--- src/rtl/epoch_to_calendar_cron_match_assert.svh ---
// Assertion macros for the epoch to calendar block.
`ifndef EPOCH_TO_CALENDAR_CRON_MATCH_ASSERT_SVH
`define EPOCH_TO_CALENDAR_CRON_MATCH_ASSERT_SVH
`ifndef SYNTH
// Check that b holds in the same cycle as a.
`define E2C_ASSERT_IMPLIES(label, clk, rst_n, a, b) \
	label: assert property (@(posedge clk) disable iff (!rst_n) (a) |-> (b)) \
		else $error("e2c assertion failed");
// Check that b holds in the cycle after a.
`define E2C_ASSERT_NEXT(label, clk, rst_n, a, b) \
	label: assert property (@(posedge clk) disable iff (!rst_n) (a) |=> (b)) \
		else $error("e2c assertion failed");
`else
`define E2C_ASSERT_IMPLIES(label, clk, rst_n, a, b)
`define E2C_ASSERT_NEXT(label, clk, rst_n, a, b)
`endif
`endif

--- src/rtl/e2c_pkg.sv ---
// Shared types, constants and helpers of the epoch to calendar block.
package e2c_pkg;

	// Configuration port
	localparam int CFG_IDX_W  = 3;
	localparam int CFG_DATA_W = 60;

	localparam logic [CFG_IDX_W-1:0] REG_SECOND_MASK  = 3'd0;
	localparam logic [CFG_IDX_W-1:0] REG_MINUTE_MASK  = 3'd1;
	localparam logic [CFG_IDX_W-1:0] REG_HOUR_MASK    = 3'd2;
	localparam logic [CFG_IDX_W-1:0] REG_DAY_MASK     = 3'd3;
	localparam logic [CFG_IDX_W-1:0] REG_MONTH_MASK   = 3'd4;
	localparam logic [CFG_IDX_W-1:0] REG_WEEKDAY_MASK = 3'd5;
	localparam logic [CFG_IDX_W-1:0] REG_ZONE_OFFSET  = 3'd6;

	// Register reset values
	localparam logic [59:0] RST_SECOND_MASK  = {60{1'b1}};
	localparam logic [59:0] RST_MINUTE_MASK  = {60{1'b1}};
	localparam logic [23:0] RST_HOUR_MASK    = 24'hFF_FFFF;
	localparam logic [31:0] RST_DAY_MASK     = 32'hFFFF_FFFE;
	localparam logic [11:0] RST_MONTH_MASK   = 12'hFFF;
	localparam logic [6:0]  RST_WEEKDAY_MASK = 7'h7F;
	localparam logic [16:0] RST_ZONE_OFFSET  = 17'd28800;

	// Serial divider geometry
	localparam int DIV_W   = 33;
	localparam int REM_W   = 11;
	localparam int CNT_W   = 6;

	localparam logic [REM_W-1:0] DIV_SIXTY = 11'd60;
	localparam logic [REM_W-1:0] DIV_DAY   = 11'd24;
	localparam logic [REM_W-1:0] DIV_QUAD  = 11'd1461;
	localparam logic [REM_W-1:0] DIV_WEEK  = 11'd7;

	localparam logic [7:0] BASE_YEAR = 8'd70;

	typedef struct packed {
		logic             start;
		logic [DIV_W-1:0] dividend;
		logic [REM_W-1:0] divisor;
		logic [CNT_W-1:0] nbits;
	} div_req_t;

	typedef struct packed {
		logic             done;
		logic [DIV_W-1:0] quot;
		logic [REM_W-1:0] rem;
	} div_rsp_t;

	// Days in each month of a common year, 0 is January
	function automatic logic [4:0] month_len(input logic [3:0] mon);
		logic [4:0] len;
		case (mon)
			4'd1:    len = 5'd28;
			4'd3:    len = 5'd30;
			4'd5:    len = 5'd30;
			4'd8:    len = 5'd30;
			4'd10:   len = 5'd30;
			default: len = 5'd31;
		endcase
		return len;
	endfunction

endpackage

--- src/rtl/e2c_div.sv ---
// Bit-serial restoring divider by a small constant, one quotient bit per cycle.
module e2c_div import e2c_pkg::*; (
	input  logic     clk,
	input  logic     arst_n,
	input  div_req_t req,
	output div_rsp_t rsp
);

	logic [DIV_W-1:0] work_q;
	logic [REM_W-1:0] rem_q;
	logic [REM_W-1:0] divisor_q;
	logic [CNT_W-1:0] cnt_q;
	logic             busy_q;
	logic             done_q;

	logic [REM_W:0]   trial;
	logic             take;
	logic [REM_W:0]   diff;

	// Shift the next dividend bit into the partial remainder and try the subtract
	always_comb begin
		trial = {rem_q, work_q[DIV_W-1]};
		take  = trial >= {1'b0, divisor_q};
		diff  = trial - {1'b0, divisor_q};
	end

	// Hold control state
	always_ff @(posedge clk or negedge arst_n) begin
		if (!arst_n) begin
			busy_q <= 1'b0;
			done_q <= 1'b0;
			cnt_q  <= '0;
		end else begin
			done_q <= 1'b0;
			if (req.start) begin
				busy_q <= 1'b1;
				cnt_q  <= req.nbits;
			end else if (busy_q) begin
				cnt_q <= cnt_q - 1'b1;
				if (cnt_q == CNT_W'(1)) begin
					busy_q <= 1'b0;
					done_q <= 1'b1;
				end
			end
		end
	end

	// Advance the dividend and quotient shift register
	always_ff @(posedge clk) begin
		if (req.start) begin
			work_q    <= req.dividend;
			rem_q     <= '0;
			divisor_q <= req.divisor;
		end else if (busy_q) begin
			work_q <= {work_q[DIV_W-2:0], take};
			rem_q  <= take ? diff[REM_W-1:0] : trial[REM_W-1:0];
		end
	end

	assign rsp.done = done_q;
	assign rsp.quot = work_q;
	assign rsp.rem  = rem_q;

endmodule

--- config.mk ---
export PLATFORM = sky130hd
export DESIGN_NAME = e2c_div
export DESIGN_NICKNAME = d
export VERILOG_FILES = /design/src/rtl/epoch_to_calendar_cron_match_assert.svh /design/src/rtl/e2c_pkg.sv /design/src/rtl/e2c_div.sv
export SDC_FILE = /design/constraint.sdc
export NUM_CORES = 1
export LEC_CHECK = 0
export BUFFER_PORTS_ARGS = -buffer_cell sky130_fd_sc_hd__buf_2
export CAP_MARGIN = 20
export CORE_MARGIN = 2
export CORE_UTILIZATION = 45
export CTS_CLUSTER_SIZE = 10
export DETAILED_ROUTE_END_ITERATION = 16
export GPL_TIMING_DRIVEN = 0
export PLACE_DENSITY = 0.71
export SKIP_CTS_REPAIR_TIMING = 1
export SLEW_MARGIN = 20
export SYNTH_ARGS = -nofsm -noshare
export SYNTH_HDL_FRONTEND = slang
export SYNTH_SLANG_ARGS = --single-unit
--- constraint.sdc ---
create_clock -name clk -period 3.7 [get_ports clk]
set_clock_uncertainty 0.15 [all_clocks]
set_input_delay 0.74 -clock clk [delete_from_list [all_inputs] [get_ports clk]]
set_output_delay 0.74 -clock clk [all_outputs]
set_load 0.02 [all_outputs]
Word-level counts from Yosys, hierarchy flattened --
Cells that the tools add are included. Widths: inputs -> output; s select.
Cells by class: equal/unequal tests 1, $add $sub $neg 2, reductions and logical operators 1, magnitude comparators 1, multiplexer cells 11
Operators with widths (number):
- $mux 33 | 2
- $ge 12x11->1 | 1
- $mux 6 | 2
- $mux 11 | 1
- $sub 11x11->11 | 1
- $eq 6x1->1 const B | 1
- $mux 1 | 6
- $sub 6x1->6 const B | 1
- $reduce_bool 2->1 | 1
Word-level totals: register bits after elaboration 63, word-level logic and storage cells 22, output and inout bits 45

Longest topological paths before layout --
word-level depth 4, mapped depth 10, mapped depth without buffers 9

Worst setup path before layout --
Ideal clock, no wire load.
path kind register to register, from reg work_q[32], to reg rem_q[0], arrival time 2.326 ns, path slack 1.144 ns, data required time 3.471 ns, cell stages (with the launch flop) 10, cells stage by stage edfxtp_1 inv_1 ha_1 fa_1 nor2b_1 o31a_1 o21ai_2 o21ai_2 mux2_4 a211oi_2
Between the ends: word-level cells in the longest chain between the ends 2, elaborated cells on any way between the ends 3
RTL lines:
- start: declaration | RTL line e2c_div.sv:9 | logic [DIV_W-1:0] work_q;
- start signal: assignment | RTL line e2c_div.sv:51 | work_q <= req.dividend;
- start signal: assignment | RTL line e2c_div.sv:55 | work_q <= {work_q[DIV_W-2:0], take};
- $sub 11x11->11 / $ge 12x11->1 (equally long branches) | RTL line e2c_div.sv:24, e2c_div.sv:23
- $mux 11 * | RTL line e2c_div.sv:56 | rem_q <= take ? diff[REM_W-1:0] : trial[REM_W-1:0];
- end signal: assignment | RTL line e2c_div.sv:56
- end: declaration | RTL line e2c_div.sv:10 | logic [REM_W-1:0] rem_q;
Every way passes the cells marked *; elsewhere a longest branch is shown, timed or not. A chain may end at the register's enable or synchronous reset.

Worst setup path after layout --
from reg work_q[32], to reg rem_q[9]
Same word-level chain as after synthesis.

==> impl_results.md <==
* Initial detailed-routing violation count at 116
* Crit path kind: flop to flop
* Family with the most delay on the worst path: compound AO/OA/AOI/OAI gates
* Largest net degree at the start of global routing at 34
* CP max stage delay at 0.41 ns
* IO buf count at 97
* Final nets at 440
* Final period util at 73.6%
* Total GRT Usage at 18.7%
* Sink Count at 63
* Commonest non-fill, non-tap cells in the layout: 97 x buf_2, 44 x edfxtp_1, 33 x mux2_2
* H-tree Lvls at 3
* Num CTS Buffers at 9
* YS warnings at 0
* Slew headroom at 53.8%
* Post-synth EDFFs at 44
* Routability cong. at 0.798
* Initial antenna violation count at 0
* CTS clock-pin slew for the worst setup and hold paths at 0.07 ns
* Leakage at 1.76 nW
* Worst-Margin Slew at 0.692 ns
* DP Wirelength at 5.13 mm
* Synth Register Bits at 63
* Critical path arrival at 2.82 ns
* Critical path capture point type: flop
* Vias per cell at 5.11
* Min-Delay Path Class: input pin to asynchronous set/reset pin
* Antenna Cells at 0
* Power Density at 635 nW/um^2
* CTS root buf: clkbuf_8
* Area grow syn2layout at 24.7%
* First-pass GRT wire length at 10.9 mm
* Filler cells at 583
* Vias at 2420
* DR pass1 iterations at 4
* Die W at 88.5 um
* Die Ht at 88.5 um
* RSZ-0062 raised after global routing: no
* GR Overflow Total at 0
* Drt wl/cell at 14.5 um
* Buf+Inv Stages, Crit Path at 2
* CP max stage cell: fa_1
* Setup slack after layout at 0.977 ns
* Remaining DRCs at 0
* Crit-path most repeated cell: o21ai_2
* Final Hold Viols at 0
* Max IR drop VDD at 0.000270 V
* Syn_area_per_cell at 12.1 sq um
* Seq/Total Area, Yosys at 54.2%
* Die footprint at 7840 sq um
* Latest clock arrival within the worst-skew pair at 0.34 ns
* Status: finished clean
* Max-slew violation count at 0
* Max-Cap Viols at 0
* Post-Syn Nets at 332
* Final wirelength at 6.85 mm
* Post-layout util at 58.4%
* Final setup TNS at 0 ns
* Non-Filler Instances at 474
* Layout cells sized above 1 at 41.5%
* Mapped cell area at 3220 sq um
* CTS tree: yes
* Final min period at 2.72 ns
* IO Pins at 98
* Fmax at 367 MHz
* Number of global-route vias before repair at 2338
* Setup crit start kind: flop
* Post-synthesis cell count at 265
* Data required, critical path at 3.79 ns
* Netlist cell types at 47
* Most common library cell in the layout ignoring fill and taps: buf_2
* ANT nets after route at 0
* Placed Cells at 458
* Synth Flop Type: edfxtp_1
* CP Cell Sequence: inv_1 -> ha_1 -> fa_1 -> nor2b_1 -> o31a_1 -> o21ai_2 -> o21ai_2 -> buf_6 -> o21ai_0 -> a311oi_1
* Starting Density at 46.8%
* Asr flop ratio synth at 12.7%
* Worst-path fanout max at 10
* Row Count at 30
* # setup viols final at 0
* CTS max path bufs at 2
* Core area at 6870 sq um
* Pre-CTS WS at 0.725 ns
area by class of cell:
cell class / instances / area [sq um] / share of cell area (%)
Buffer: 13 / 67.6 / 1.69
Clock buffer: 10 / 128 / 3.18
Clock inverter: 6 / 60.1 / 1.50
Inverter: 18 / 67.6 / 1.69
Multi-Input combinational cell: 171 / 1340 / 33.4
Sequential cell: 63 / 1740 / 43.4
Tap cell: 96 / 120 / 3.00
Timing Repair Buffer: 97 / 485 / 12.1
per-layer routing:
metal | part of all wire (%) | wire (um) | vias to the layer above | GRT usage [%]
li1 | - | - | 1188 | -
met1 | 44 | 3040 | 1137 | 24.9
met2 | 47 | 3190 | 79 | 27.3
met3 | 6.2 | 428 | 16 | 4.94
met4 | 2.9 | 196 | 0 | 11.2
met5 | 0 | 0 | - | 0
synth_stat cells, types with 8 or more instances:
master / count / share of area [%]
ha_1: 13 / 5.1
mux2_2: 33 / 12
edfxtp_1: 44 / 41
o21ai_0: 17 / 2.6
dfxtp_1: 11 / 6.8
nor2_1: 19 / 2.2
clkbuf_1: 8 / 0.93
xnor2_1: 9 / 2.5
dfrtp_1: 8 / 6.2
inv_1: 17 / 2.0
nand2_1: 16 / 1.9
cell families after synthesis:
| logic type | Yosys count | share of synthesized area, % |
|---|---|---|
| flops | 63 | 54.2 |
| simple gates | 59 | 9.07 |
| compound gates | 47 | 9.96 |
| mux | 41 | 14.2 |
| buf+inv | 31 | 4.20 |
| fa+ha+maj | 14 | 5.68 |
| xor+xnor | 10 | 2.72 |
sequential cells by signal, summed over array words and instances (netlist names):
name,count
work_q,33
divisor_q,11
rem_q,11
cnt_q,6
busy_q,1
done_q,1
power breakdown:
part           internal (mW)  switching (mW)  total, mW
Clock                  0.309           0.272      0.580
Sequential             0.892          0.0951      0.988
Combinational          0.435           0.544      0.979
path summary, 6_finish.rpt:
path                            depth (start not counted)       end  slack, ns  startpoint
max in group asynchronous                               1    busy_q       3.15      arst_n
worst max register to register                         10  rem_q[9]       0.98  work_q[32]
min in group clk                                        2  rem_q[7]       0.37    rem_q[7]
worst min-delay path                                    1  cnt_q[4]       0.08      arst_n
worst max-delay path                                   10  rem_q[9]       0.98  work_q[32]
worst min register to register                          2  rem_q[7]       0.37    rem_q[7]
stage by stage:
stage / power, mW / hold WS (ns) / instance area (sq um)
3_3_place_gp: 1.96 / 0.351 / 3820
6_report: 2.55 / 0.0772 / 4010
3_5_place_dp: 1.98 / 0.365 / 3820
2_1_floorplan: 1.72 / 0.294 / 3220
4_1_cts: 2.57 / 0.0669 / 4010
5_1_grt: 2.71 / 0.0830 / 4010
worst reg2reg max path, stage by stage (launching register included):
cell and delay (ns):
edfxtp_1 0.34, inv_1 0.06, ha_1 0.22, fa_1 0.41, nor2b_1 0.17, o31a_1 0.21, o21ai_2 0.14, o21ai_2 0.33
buf_6 0.22, o21ai_0 0.10, a311oi_1 0.26
Note: power is estimated with default switching activity, not from simulation.
